--- src/rtl/riv_allocation_codec_core_assert.svh ---
`ifndef RIV_ALLOCATION_CODEC_CORE_ASSERT_SVH
`define RIV_ALLOCATION_CODEC_CORE_ASSERT_SVH

// condition must hold in the same cycle as the trigger
`define RIVAC_ASSERT_SAME(label, clk, rst, ante, cons) \
   label: assert property (@(posedge clk) disable iff (rst) (ante) |-> (cons)) \
      else $error("rivac check failed");

// condition must hold after the trigger, at the delay given by dly
`define RIVAC_ASSERT_LATER(label, clk, rst, ante, dly, cons) \
   label: assert property (@(posedge clk) disable iff (rst) (ante) |-> ##(dly) (cons)) \
      else $error("rivac latency check failed");

`endif

--- src/rtl/rivac_pkg.sv ---
`timescale 1ns / 1ps

package rivac_pkg;

   // field widths
   localparam int RIV_IN_W   = 13;
   localparam int NPRB_W     = 7;
   localparam int RIV_OUT_W  = 14;
   localparam int DEC_W      = 8;
   localparam int CSR_IDX_W  = 1;

   // register reset values
   localparam logic [NPRB_W-1:0] NUM_PRB_RESET = 7'd100;
   localparam logic [NPRB_W-1:0] NUM_VRB_RESET = 7'd100;

   // queue between front and back
   localparam int QUEUE_DEPTH = 2;
   localparam int QUEUE_PTR_W = $clog2(QUEUE_DEPTH);
   localparam int QUEUE_CNT_W = $clog2(QUEUE_DEPTH + 1);

   typedef enum logic [CSR_IDX_W-1:0] {
      CSR_NUM_PRB = 1'b0,
      CSR_NUM_VRB = 1'b1
   } csr_index_type;

   typedef enum logic {
      MODE_ENCODE = 1'b0,
      MODE_DECODE = 1'b1
   } mode_type;

   // classified work item as queued
   typedef struct packed {
      mode_type                mode;
      logic [RIV_OUT_W-1:0]    factor;
      logic [RIV_OUT_W-1:0]    addend;
      logic [RIV_IN_W-1:0]     riv;
   } item_type;

   // one stage of the back pipeline
   typedef struct packed {
      mode_type                mode;
      logic [RIV_OUT_W-1:0]    prod;
      logic [RIV_OUT_W-1:0]    addend;
      logic [RIV_IN_W-1:0]     riv;
      logic [RIV_IN_W-1:0]     quo;
      logic [NPRB_W-1:0]       rem;
   } stage_type;

   typedef struct packed {
      logic full;
      logic nonempty;
   } q_status_type;

   typedef struct packed {
      logic [RIV_OUT_W-1:0] riv_out;
      logic [DEC_W-1:0]     length_out;
      logic [DEC_W-1:0]     start_out;
   } rsp_type;

endpackage

--- src/rtl/riv_allocation_codec_core.sv ---
// an accepted start reaches rsp_valid through the queue, stage 0, the divider stages and the
// output register; the divider resolves one quotient bit per stage
// throughput: one beat per cycle; busy rises only if the front queue fills
// results are strobed for one cycle on rsp_valid and cannot be held off
// reset (synchronous, active high) empties the queue and pipeline and sets
// num_prb and num_vrb to 100
`timescale 1ns / 1ps

module riv_allocation_codec_core #(
   parameter int RIV_WIDTH = 13
) (
   input  logic                              clock,
   input  logic                              reset,
   input  logic                              start,
   output logic                              busy,
   input  logic                              req_mode,
   input  logic [rivac_pkg::NPRB_W-1:0]      req_length_rbs,
   input  logic [rivac_pkg::NPRB_W-1:0]      req_start_rb,
   input  logic [rivac_pkg::RIV_IN_W-1:0]    req_riv_in,
   output logic                              rsp_valid,
   output logic [rivac_pkg::RIV_OUT_W-1:0]   rsp_riv_out,
   output logic [rivac_pkg::DEC_W-1:0]       rsp_length_out,
   output logic [rivac_pkg::DEC_W-1:0]       rsp_start_out,
   input  logic                              csr_we,
   input  logic [rivac_pkg::CSR_IDX_W-1:0]   csr_index,
   input  logic [rivac_pkg::NPRB_W-1:0]      csr_wdata
);

   logic [rivac_pkg::NPRB_W-1:0] num_prb_ff;
   logic [rivac_pkg::NPRB_W-1:0] num_vrb_ff;
   rivac_pkg::item_type          front_item;
   rivac_pkg::item_type          head_item;
   rivac_pkg::q_status_type      q_status;
   rivac_pkg::rsp_type           rsp;
   logic                         push;

   // configuration registers
   always_ff @(posedge clock) begin
      if (reset) begin
         num_prb_ff <= rivac_pkg::NUM_PRB_RESET;
         num_vrb_ff <= rivac_pkg::NUM_VRB_RESET;
      end else if (csr_we) begin
         unique case (rivac_pkg::csr_index_type'(csr_index))
            rivac_pkg::CSR_NUM_PRB: num_prb_ff <= csr_wdata;
            rivac_pkg::CSR_NUM_VRB: num_vrb_ff <= csr_wdata;
            default: ;
         endcase
      end
   end

   // front: accept and classify
   assign busy = q_status.full;
   assign push = start && !busy;

   rivac_front #(
      .RIV_WIDTH(RIV_WIDTH)
   ) u_front (
      .req_mode      (req_mode),
      .req_length_rbs(req_length_rbs),
      .req_start_rb  (req_start_rb),
      .req_riv_in    (req_riv_in),
      .num_prb       (num_prb_ff),
      .item          (front_item)
   );

   rivac_queue u_queue (
      .clock    (clock),
      .reset    (reset),
      .push     (push),
      .push_item(front_item),
      .pop      (q_status.nonempty),
      .head_item(head_item),
      .status   (q_status)
   );

   // back: multiply / divide pipeline, drains one beat per cycle
   rivac_back #(
      .RIV_WIDTH(RIV_WIDTH)
   ) u_back (
      .clock     (clock),
      .reset     (reset),
      .item_valid(q_status.nonempty),
      .item      (head_item),
      .num_prb   (num_prb_ff),
      .num_vrb   (num_vrb_ff),
      .rsp_valid (rsp_valid),
      .rsp       (rsp)
   );

   assign rsp_riv_out    = rsp.riv_out;
   assign rsp_length_out = rsp.length_out;
   assign rsp_start_out  = rsp.start_out;

endmodule

--- src/rtl/rivac_front.sv ---
`timescale 1ns / 1ps

module rivac_front #(
   parameter int RIV_WIDTH = 13
) (
   input  logic                           req_mode,
   input  logic [rivac_pkg::NPRB_W-1:0]   req_length_rbs,
   input  logic [rivac_pkg::NPRB_W-1:0]   req_start_rb,
   input  logic [rivac_pkg::RIV_IN_W-1:0] req_riv_in,
   input  logic [rivac_pkg::NPRB_W-1:0]   num_prb,
   output rivac_pkg::item_type            item
);

   localparam int RW = (RIV_WIDTH < rivac_pkg::RIV_IN_W) ? RIV_WIDTH : rivac_pkg::RIV_IN_W;
   localparam logic [rivac_pkg::RIV_IN_W-1:0] RIV_MASK =
      rivac_pkg::RIV_IN_W'((32'd1 << RW) - 32'd1);

   logic [rivac_pkg::NPRB_W-1:0]    len_m1;
   logic                            short_alloc;
   logic [rivac_pkg::RIV_OUT_W-1:0] n_ext;

   // pick the encode branch: zero length wraps and takes the long form
   always_comb begin
      len_m1      = req_length_rbs - 7'd1;
      short_alloc = (req_length_rbs != '0) && (len_m1 <= (num_prb >> 1));
      n_ext       = rivac_pkg::RIV_OUT_W'(num_prb);
   end

   // factor and addend so that the back end only does n * factor + addend
   always_comb begin
      item.mode = rivac_pkg::mode_type'(req_mode);
      if (short_alloc) begin
         item.factor = rivac_pkg::RIV_OUT_W'(len_m1);
         item.addend = rivac_pkg::RIV_OUT_W'(req_start_rb);
      end else begin
         item.factor = n_ext - rivac_pkg::RIV_OUT_W'(req_length_rbs) + 14'd1;
         item.addend = n_ext - 14'd1 - rivac_pkg::RIV_OUT_W'(req_start_rb);
      end
      item.riv = req_riv_in & RIV_MASK;
   end

endmodule

--- src/rtl/rivac_queue.sv ---
`timescale 1ns / 1ps
`include "riv_allocation_codec_core_assert.svh"

module rivac_queue (
   input  logic                    clock,
   input  logic                    reset,
   input  logic                    push,
   input  rivac_pkg::item_type     push_item,
   input  logic                    pop,
   output rivac_pkg::item_type     head_item,
   output rivac_pkg::q_status_type status
);

   rivac_pkg::item_type                 entries_ff [rivac_pkg::QUEUE_DEPTH];
   logic [rivac_pkg::QUEUE_PTR_W-1:0]   wr_ptr_ff, wr_ptr_in;
   logic [rivac_pkg::QUEUE_PTR_W-1:0]   rd_ptr_ff, rd_ptr_in;
   logic [rivac_pkg::QUEUE_CNT_W-1:0]   count_ff, count_in;

   // pointer and fill count update
   always_comb begin
      wr_ptr_in = push ? wr_ptr_ff + rivac_pkg::QUEUE_PTR_W'(1) : wr_ptr_ff;
      rd_ptr_in = pop ? rd_ptr_ff + rivac_pkg::QUEUE_PTR_W'(1) : rd_ptr_ff;
      count_in  = count_ff;
      if (push && !pop) begin
         count_in = count_ff + rivac_pkg::QUEUE_CNT_W'(1);
      end else if (pop && !push) begin
         count_in = count_ff - rivac_pkg::QUEUE_CNT_W'(1);
      end
   end

   always_ff @(posedge clock) begin
      if (reset) begin
         wr_ptr_ff <= '0;
         rd_ptr_ff <= '0;
         count_ff  <= '0;
      end else begin
         wr_ptr_ff <= wr_ptr_in;
         rd_ptr_ff <= rd_ptr_in;
         count_ff  <= count_in;
      end
   end

   // entry storage
   always_ff @(posedge clock) begin
      if (push) begin
         entries_ff[wr_ptr_ff] <= push_item;
      end
   end

   assign head_item       = entries_ff[rd_ptr_ff];
   assign status.full     = (count_ff == rivac_pkg::QUEUE_CNT_W'(rivac_pkg::QUEUE_DEPTH));
   assign status.nonempty = (count_ff != '0);

   `RIVAC_ASSERT_SAME(a_no_push_when_full, clock, reset, status.full, !push)
   `RIVAC_ASSERT_SAME(a_no_pop_when_empty, clock, reset, pop, status.nonempty)

endmodule

--- src/rtl/rivac_back.sv ---
`timescale 1ns / 1ps
`include "riv_allocation_codec_core_assert.svh"

module rivac_back #(
   parameter int RIV_WIDTH = 13
) (
   input  logic                         clock,
   input  logic                         reset,
   input  logic                         item_valid,
   input  rivac_pkg::item_type          item,
   input  logic [rivac_pkg::NPRB_W-1:0] num_prb,
   input  logic [rivac_pkg::NPRB_W-1:0] num_vrb,
   output logic                         rsp_valid,
   output rivac_pkg::rsp_type           rsp
);

   localparam int RW = (RIV_WIDTH < rivac_pkg::RIV_IN_W) ? RIV_WIDTH : rivac_pkg::RIV_IN_W;
   localparam int CW = (RIV_WIDTH + 1 > rivac_pkg::RIV_IN_W) ? RIV_WIDTH + 1
                                                              : rivac_pkg::RIV_IN_W;

   rivac_pkg::stage_type stage_ff [RW+1];
   rivac_pkg::stage_type stage_in [RW+1];
   logic                 valid_ff [RW+1];

   // stage 0: take the queue head, form the encode product
   always_comb begin
      stage_in[0].mode   = item.mode;
      stage_in[0].prod   = rivac_pkg::RIV_OUT_W'(num_prb) * item.factor;
      stage_in[0].addend = item.addend;
      stage_in[0].riv    = item.riv;
      stage_in[0].quo    = '0;
      stage_in[0].rem    = '0;
   end

   always_ff @(posedge clock) begin
      if (reset) begin
         valid_ff[0] <= 1'b0;
      end else begin
         valid_ff[0] <= item_valid;
      end
   end

   always_ff @(posedge clock) begin
      stage_ff[0] <= stage_in[0];
   end

   // restoring divider by num_prb, one quotient bit per stage, msb first
   for (genvar i = 1; i <= RW; i++) begin : g_div
      logic [rivac_pkg::NPRB_W:0] shifted;
      logic [rivac_pkg::NPRB_W:0] diff;
      logic                       take;

      always_comb begin
         shifted  = {stage_ff[i-1].rem, stage_ff[i-1].riv[RW-i]};
         diff     = shifted - {1'b0, num_prb};
         take     = (shifted >= {1'b0, num_prb});
         stage_in[i]     = stage_ff[i-1];
         stage_in[i].quo = {stage_ff[i-1].quo[rivac_pkg::RIV_IN_W-2:0], take};
         stage_in[i].rem = take ? diff[rivac_pkg::NPRB_W-1:0]
                                : shifted[rivac_pkg::NPRB_W-1:0];
      end

      always_ff @(posedge clock) begin
         if (reset) begin
            valid_ff[i] <= 1'b0;
         end else begin
            valid_ff[i] <= valid_ff[i-1];
         end
      end

      always_ff @(posedge clock) begin
         stage_ff[i] <= stage_in[i];
      end
   end

   // final step: encode sum, or decode with zero-divisor and fold handling
   rivac_pkg::stage_type                fin;
   logic                                n_zero;
   logic [RIV_WIDTH-1:0]                quot;
   logic [rivac_pkg::RIV_IN_W-1:0]      remd;
   logic [RIV_WIDTH:0]                  dlen;
   logic [rivac_pkg::RIV_IN_W-1:0]      vrb_ext;
   logic [rivac_pkg::RIV_IN_W-1:0]      room;
   logic                                fold;
   rivac_pkg::rsp_type                  rsp_in;
   rivac_pkg::rsp_type                  rsp_ff;
   logic                                rsp_valid_ff;

   always_comb begin
      fin     = stage_ff[RW];
      n_zero  = (num_prb == '0);
      quot    = n_zero ? '1 : RIV_WIDTH'(fin.quo);
      remd    = n_zero ? fin.riv : rivac_pkg::RIV_IN_W'(fin.rem);
      dlen    = (RIV_WIDTH+1)'(quot) + (RIV_WIDTH+1)'(1);
      vrb_ext = rivac_pkg::RIV_IN_W'(num_vrb);
      room    = vrb_ext - remd;
      // a start above the virtual count wraps the room and never folds
      fold    = (remd <= vrb_ext) && (CW'(dlen) > CW'(room));

      rsp_in = '0;
      unique case (fin.mode)
         rivac_pkg::MODE_ENCODE: begin
            rsp_in.riv_out = fin.prod + fin.addend;
         end
         rivac_pkg::MODE_DECODE: begin
            if (fold) begin
               rsp_in.length_out = 8'(num_prb) - 8'(quot) + 8'd1;
               rsp_in.start_out  = 8'(num_prb) - 8'(remd) - 8'd1;
            end else begin
               rsp_in.length_out = 8'(dlen);
               rsp_in.start_out  = 8'(remd);
            end
         end
         default: begin
            rsp_in = '0;
         end
      endcase
   end

   always_ff @(posedge clock) begin
      if (reset) begin
         rsp_valid_ff <= 1'b0;
      end else begin
         rsp_valid_ff <= valid_ff[RW];
      end
   end

   always_ff @(posedge clock) begin
      rsp_ff <= rsp_in;
   end

   assign rsp_valid = rsp_valid_ff;
   assign rsp       = rsp_ff;

   `RIVAC_ASSERT_LATER(a_beat_latency, clock, reset, item_valid, RW + 2, rsp_valid_ff)
   `RIVAC_ASSERT_SAME(a_rem_below_n, clock, reset, valid_ff[RW] && !n_zero, fin.rem < num_prb)

endmodule
--- config.mk ---
export PLATFORM = sky130hd
export DESIGN_NAME = riv_allocation_codec_core
export DESIGN_NICKNAME = d
export VERILOG_FILES = /design/src/rtl/rivac_pkg.sv /design/src/rtl/riv_allocation_codec_core.sv /design/src/rtl/rivac_front.sv /design/src/rtl/rivac_queue.sv /design/src/rtl/rivac_back.sv
export VERILOG_INCLUDE_DIRS = /design/src /design/src/rtl
export SDC_FILE = /design/constraint.sdc
export NUM_CORES = 1
export LEC_CHECK = 0
export BUFFER_PORTS_ARGS = -buffer_cell sky130_fd_sc_hd__buf_2
export CORE_MARGIN = 2
export CORE_UTILIZATION = 35
export DETAILED_ROUTE_END_ITERATION = 12
export PLACE_DENSITY_LB_ADDON = 0.05
export SYNTH_ARGS = -nofsm -noshare
export SYNTH_HDL_FRONTEND = slang
export SYNTH_SLANG_ARGS = --single-unit
--- constraint.sdc ---
create_clock -name clock -period 7 [get_ports clock]
set_input_delay 0.35 -clock clock [delete_from_list [all_inputs] [get_ports clock]]
set_output_delay 0.35 -clock clock [all_outputs]
set_load 0.02 [all_outputs]
==> flow_metrics.env, run 1 <==
export IMPL_post_cts_buffers=0
export IMPL_worstSetupEndpointType="flop"
export IMPL_wire_per_inst_um=15.0
export IMPL_utilization_pct=41.6
export IMPL_crit_path_max_incr_delay_ps=540
export IMPL_vias_per_cell=4.31
export IMPL_cp_start_kind="flop"
export IMPL_slew_headroom_pct=28.4
export IMPL_max_freq_ghz=0.155
export IMPL_htree_levels=3
export IMPL_placementRows=107
export IMPL_yosys_most_used_dff="dfxtp_1"
export IMPL_wl_met2_mm=24.5
export IMPL_drv_cap=0
export IMPL_yosys_register_bits=918
export IMPL_critPathMaxFanout=12
export IMPL_synth_top_cell_by_area="dfxtp_1"
export IMPL_initial_utilization_pct=35.3
export IMPL_core_area_um2=85000
export IMPL_crit_type="flop to flop"
export IMPL_reg2reg_from="num_prb_ff[0]"
export IMPL_yosysUniqueCellTypes=68
export IMPL_ys_async_sr_fraction_pct=0
export IMPL_hp_class="input port to flop"
export IMPL_drive_above_1_share_pct=11.5
export IMPL_drt_pass1_iter_count=5
export IMPL_crit_chain="inv_1 -> ha_1 -> or4b_4 -> o21ai_2 -> and2_2 -> xnor2_1 -> inv_1 -> ha_1 -> a31oi_1 -> o21bai_1 -> a21boi_1 -> o311a_1 -> o31a_1 -> and2_1 -> a311oi_1 -> ha_1 -> nand4_1 -> nor2_1 -> a2111oi_0 -> o32ai_1 -> a21oi_1 -> or2_1 -> mux2i_1 -> nor2_1"
export IMPL_area_growth_pct=17.9
export IMPL_hp_start="csr_index"
export IMPL_via_count=16500
export IMPL_cp_common_cell="ha_1"
export IMPL_p_leak_uw=0.0154
export IMPL_cts_buffers=95
export IMPL_worst_slack_ps=556
export IMPL_final_area_um2=35400
export IMPL_p_per_area_nw_per_um2=509
export IMPL_first_iter_violations=689
export IMPL_grt_max_degree=43
export IMPL_clk_path_buf_depth=3
export IMPL_setup_viol=0
export IMPL_grt_pass1_wl_mm=90.5
export IMPL_fin_skew_ps=30.2
export IMPL_fin_setup_tns_ps=0
export IMPL_ys_seq_area_share_pct=64.1
export IMPL_crit_slowest_cell="a21oi_1"
export IMPL_final_cells=3815
export IMPL_topRoutingLayerUsed="met5"
export IMPL_antenna_found_initial=4
export IMPL_root_buffer="clkbuf_16"
export IMPL_worstMarginPinSlew_ps=1070
export IMPL_drcViolationCount=0
export IMPL_layout_nets=2869
export IMPL_synth_cells=2431
export IMPL_met3_length_mm=2.47
export IMPL_slew_violations=0
export IMPL_clkTransAtPathRegs_ps=60
export IMPL_portBuffers=71
export IMPL_synth_top_area_share_pct=55.7
export IMPL_fp_dieH_um=297
export IMPL_netlist_area_um2=30000
export IMPL_placed_area_um2=31700
export IMPL_place_ws_ps=566
export IMPL_finalCriticalPeriod_ps=6440
export IMPL_crit_required_ps=7500
export IMPL_die_w_um=297
export IMPL_wirelength_mm=57.3
export IMPL_outcome="completed"
export IMPL_syn_num_nets=2709
export IMPL_syn_avg_cell_area_um2=12.3
export IMPL_ioPinCount=72
export IMPL_gp_congestion=0.825
export IMPL_placedCellCount=3617
export IMPL_grt_pass1_vias=16600
export IMPL_nFillCells=7950
export IMPL_cts_tree="done"
export IMPL_hold_violations=0
export IMPL_fin_crit_sh_pct=92.1
export IMPL_yosys_warnings=0
export IMPL_rsz0062_at_grt="no"
export IMPL_hpwlAfterDp_mm=39.9
export IMPL_setup_worst_path_start="num_prb_ff[0]"
export IMPL_wl_met1_mm=28.6
export IMPL_ant_nets=0
export IMPL_synth_area_leaders="dfxtp_1, edfxtp_1, ha_1, fa_1, inv_1"
export IMPL_die_area_um2=88000
export IMPL_worstSkewPairLatency_ps=640
export IMPL_antenna_cells=0
export IMPL_cts_sinks=918
export IMPL_synth_edf_count=84
export IMPL_grt_remaining_overflow=0
export IMPL_vdd_drop_max_v=0.000206
export IMPL_grt_usage_pct=13.3
export IMPL_cp_arrival_ps=6940
## final timing paths
path,endpoint,slack [ps],cells after the start
worst max-delay path,u_back.rsp[0],560,24
worst min-delay path,num_vrb_ff[1],80,3
worst max register to register,u_back.rsp[0],560,24
worst min register to register,u_back.stage_ff[1][93],310,0
## kinds of logic after synthesis
family	after synthesis	share of synthesized area, %
fa+ha+maj	244	11.6
buf+inv	237	3.02
mux	77	2.72
flops	918	64.1
compound gates	328	6.78
xor+xnor	125	3.65
simple gates	502	8.14
## flip-flops by register name, indices dropped and copies added, names as in the netlist, 2 cells and up, named ones only
name and flops:
u_back.stage_ff 770, u_queue.entries_ff 84, u_back.rsp 30, u_back.valid_ff 14, num_prb_ff 7, num_vrb_ff 7, u_queue.count_ff 2
## synthesized netlist by cell type, types with 26 or more instances
cell type,n
dfxtp_1,834
inv_1,189
ha_1,180
nor2_1,144
nand2_1,132
o21ai_0,120
edfxtp_1,84
a21oi_1,80
xnor2_1,78
nor2b_1,61
fa_1,58
xor2_1,47
mux2i_1,40
mux2_2,36
nand3_1,29
a21o_1,26
clkbuf_1,26
nand2b_1,26
## per-layer routing
metal	track usage, %	up-vias
met3	2.86	120
met2	20.3	276
li1	-	8447
met5	0	-
met1	18.4	7606
met4	4.89	6
## critical path, delay by kind of cell (launching register included)
| family | cells | cell delay, ps |
|---|---|---|
| multiplexers | 1 | 250 |
| XOR/XNOR | 1 | 180 |
| flip-flops | 1 | 310 |
| AO/OA/AOI/OAI | 10 | 2740 |
| adder cells (fa/ha/maj) | 3 | 740 |
| AND/OR/NAND/NOR | 7 | 1720 |
| buffers and inverters | 2 | 370 |
## stage by stage
step	hold slack [ps]	power, uW
2_1_floorplan	310	11500
3_3_place_gp	310	12800
3_5_place_dp	312	12900
5_1_grt	49.1	19300
4_1_cts	23.1	18300
6_report	78.1	18000
## final cells by class
cell class | instances | area (um2) | area share, %
sequential | 918 | 19200 | 54.4
multi-input combinational | 1276 | 9870 | 27.9
clock buffer | 134 | 2840 | 8.04
tap | 1144 | 1430 | 4.05
inverter | 194 | 728 | 2.06
timing repair buffer | 106 | 671 | 1.90
clock inverter | 43 | 588 | 1.66
## cell usage in the layout, fill, tap and decap left out, types with 15 or more instances in the layout
cell type,n
clkbuf_8,19
xor2_1,47
and2_1,15
ha_1,180
inv_1,189
nor2_1,143
mux2i_1,40
xnor2_1,78
dfxtp_1,832
nand4_1,18
fa_1,58
nor3_1,20
and3_1,23
mux2_2,36
nand3_1,29
nand2_1,132
buf_2,71
nor2b_1,61
o21ai_0,119
a21oi_1,80
edfxtp_1,84
clkbuf_16,101
dlygate4sd3_1,21
nand2b_1,26
a21o_1,26
## power by group
group	leakage, uW	internal [uW]	switching (uW)
Clock	0.00167	3260	2040
Sequential	0.00778	7300	586
Combinational	0.00597	2070	2740
## what timing repair did
item	4_1_cts	5_1_grt
hold endpoints to repair	39	0
gates resized for setup	0	0
hold buffers	21	0
Note: power is estimated with default switching activity, not from simulation.
==> run 2: changes to the inputs <==
--- a/config.mk
+++ b/config.mk
@@ -6,11 +6,10 @@
 export SDC_FILE = /design/constraint.sdc
 export NUM_CORES = 1
 export LEC_CHECK = 0
-export BUFFER_PORTS_ARGS = -buffer_cell sky130_fd_sc_hd__buf_2
+export BUFFER_PORTS_ARGS = -buffer_cell sky130_fd_sc_hd__clkbuf_2
 export CORE_MARGIN = 2
 export CORE_UTILIZATION = 35
 export DETAILED_ROUTE_END_ITERATION = 12
-export PLACE_DENSITY_LB_ADDON = 0.05
 export SYNTH_ARGS = -nofsm -noshare
 export SYNTH_HDL_FRONTEND = slang
 export SYNTH_SLANG_ARGS = --single-unit
==> constraint.sdc (replaced) <==
create_clock -name clock -period 5.6 [get_ports clock]
set_input_delay 0.28 -clock clock [delete_from_list [all_inputs] [get_ports clock]]
set_output_delay 0.28 -clock clock [all_outputs]
set_load 0.02 [all_outputs]
==> flow_metrics.env, run 2 (same netlist as run 1, synthesis figures left out) <==
export IMPL_drt_pass1_iter_count=5
export IMPL_cp_start_kind="flop"
export IMPL_crit_type="flop to flop"
export IMPL_fin_skew_ps=56.0
export IMPL_portBuffers=71
export IMPL_critPathBufInv=4
export IMPL_htree_levels=3
export IMPL_hold_violations=0
export IMPL_p_per_area_nw_per_um2=630
export IMPL_vias_per_cell=4.41
export IMPL_nFillCells=7833
export IMPL_layout_nets=2891
export IMPL_cts_buffers=91
export IMPL_outcome="completed"
export IMPL_top_register="u_back.stage_ff"
export IMPL_layout_commonest_cell="dfxtp_1"
export IMPL_final_cells=3835
export IMPL_cp_arrival_ps=5910
export IMPL_ioPinCount=72
export IMPL_crit_required_ps=6170
export IMPL_drcViolationCount=0
export IMPL_fin_setup_tns_ps=0
export IMPL_cts_sinks=918
export IMPL_drv_cap=0
export IMPL_max_freq_ghz=0.187
export IMPL_root_buffer="clkbuf_16"
export IMPL_largest_register_ffs=770
export IMPL_slew_headroom_pct=22.6
export IMPL_wire_per_inst_um=14.3
export IMPL_worstMarginPinSlew_ps=1160
export IMPL_via_count=16900
export IMPL_clk_path_buf_depth=3
export IMPL_ant_nets=0
export IMPL_crit_path_max_incr_delay_ps=520
export IMPL_core_area_um2=85000
export IMPL_gp_congestion=0.880
export IMPL_hp_class="input port to flop"
export IMPL_die_w_um=297
export IMPL_slew_violations=0
export IMPL_cpLargestDelayFamily="compound AO/OA/AOI/OAI gates"
export IMPL_critPathMaxFanout=6
export IMPL_grt_pass1_wl_mm=88.3
export IMPL_worstSetupEndpointType="flop"
export IMPL_drive_above_1_share_pct=12.7
export IMPL_p_leak_uw=0.0155
export IMPL_cts_tree="done"
export IMPL_die_area_um2=88000
export IMPL_worstSkewPairLatency_ps=660
export IMPL_grt_pass1_vias=17200
export IMPL_first_iter_violations=706
export IMPL_crit_slowest_cell="or4b_4"
export IMPL_fin_crit_sh_pct=95.4
export IMPL_grt_usage_pct=12.7
export IMPL_fp_dieH_um=297
export IMPL_setup_viol=0
export IMPL_placedCellCount=3638
export IMPL_finalPower_uw=22400
export IMPL_layout_common_cells="dfxtp_1, inv_1, ha_1"
export IMPL_wirelength_mm=54.7
export IMPL_hpwlAfterDp_mm=38.4
export IMPL_clkTransAtPathRegs_ps=60
export IMPL_grt_max_degree=43
export IMPL_finalCriticalPeriod_ps=5340
export IMPL_placementRows=107
export IMPL_grt_remaining_overflow=0
export IMPL_antenna_found_initial=6
export IMPL_initial_utilization_pct=35.3
export IMPL_area_growth_pct=18.7
export IMPL_vdd_drop_max_v=0.000270
run 2: cell count changes in the layout (fill, tap and decap cells not counted), sizes merged:
cell / before / now
clkbuf: 134 / 190
buf: 85 / 39
clkinv: 22 / 28
inv: 196 / 200
bufinv: 11 / 9
diode: 0 / 1
dlygate4sd3: 21 / 22
run 2: final cells by class:
type	instances	area (um2)	area share, %
Sequential cell	918	19200	54.0
Clock inverter	51	721	2.03
Tap cell	1144	1430	4.02
Multi-Input combinational cell	1276	9960	28.0
Antenna cell	1	2.50	0.00703
Inverter	194	731	2.05
Timing Repair Buffer	132	872	2.45
Clock buffer	119	2650	7.44
run 2: worst paths after layout:
check / startpoint / endpoint / slack, ps / depth (start not counted)
max reg2reg: num_prb_ff[0] / u_back.rsp[6] / 260 / 26
min reg2reg: u_back.stage_ff[6][8] / u_back.stage_ff[6][71] / 280 / 0
max: num_prb_ff[0] / u_back.rsp[6] / 260 / 26
min: csr_we / num_vrb_ff[1] / 50 / 3
run 2: stage by stage:
stage | util, % | setup slack [ps] | cell area [um2] | hold WS (ps)
CTS | 41.8 | 79.6 | 35500 | 9.79
global placement | 37.5 | 59.8 | 31900 | 310
detailed placement | 37.5 | -11.7 | 31900 | 312
floorplan | - | 9.26 | 30100 | 310
global route | 41.9 | -36.6 | 35600 | 42.8
finish | 41.9 | 257 | 35600 | 47.6
run 2: repair_timing:
action	4_1_cts	5_1_grt
hold buffers	22	0
setup buffers	0	4
pin swaps	0	3
endpoints found under the hold margin	40	0
resized for setup	1	10
setup endpoints to repair	1	16
run 2: report_power, final:
group	internal, uW	leakage [uW]	switching (uW)
combinational	2680	0.00611	3440
clock	3830	0.00163	2600
sequential	9130	0.00778	732
run 2: per-layer routing:
| layer | vias up | track usage, % | share of wire (%) |
|---|---|---|---|
| met5 | - | 0 | 0.11 |
| met1 | 7963 | 15.3 | 44 |
| met2 | 322 | 21.7 | 47 |
| met4 | 10 | 5.44 | 3.4 |
| met3 | 128 | 2.85 | 4.8 |
| li1 | 8496 | - | - |
run 2: worst min-delay path: stages:
cell	delay (ps)
clkbuf_2	180
nand3_1	120
a21oi_1	50
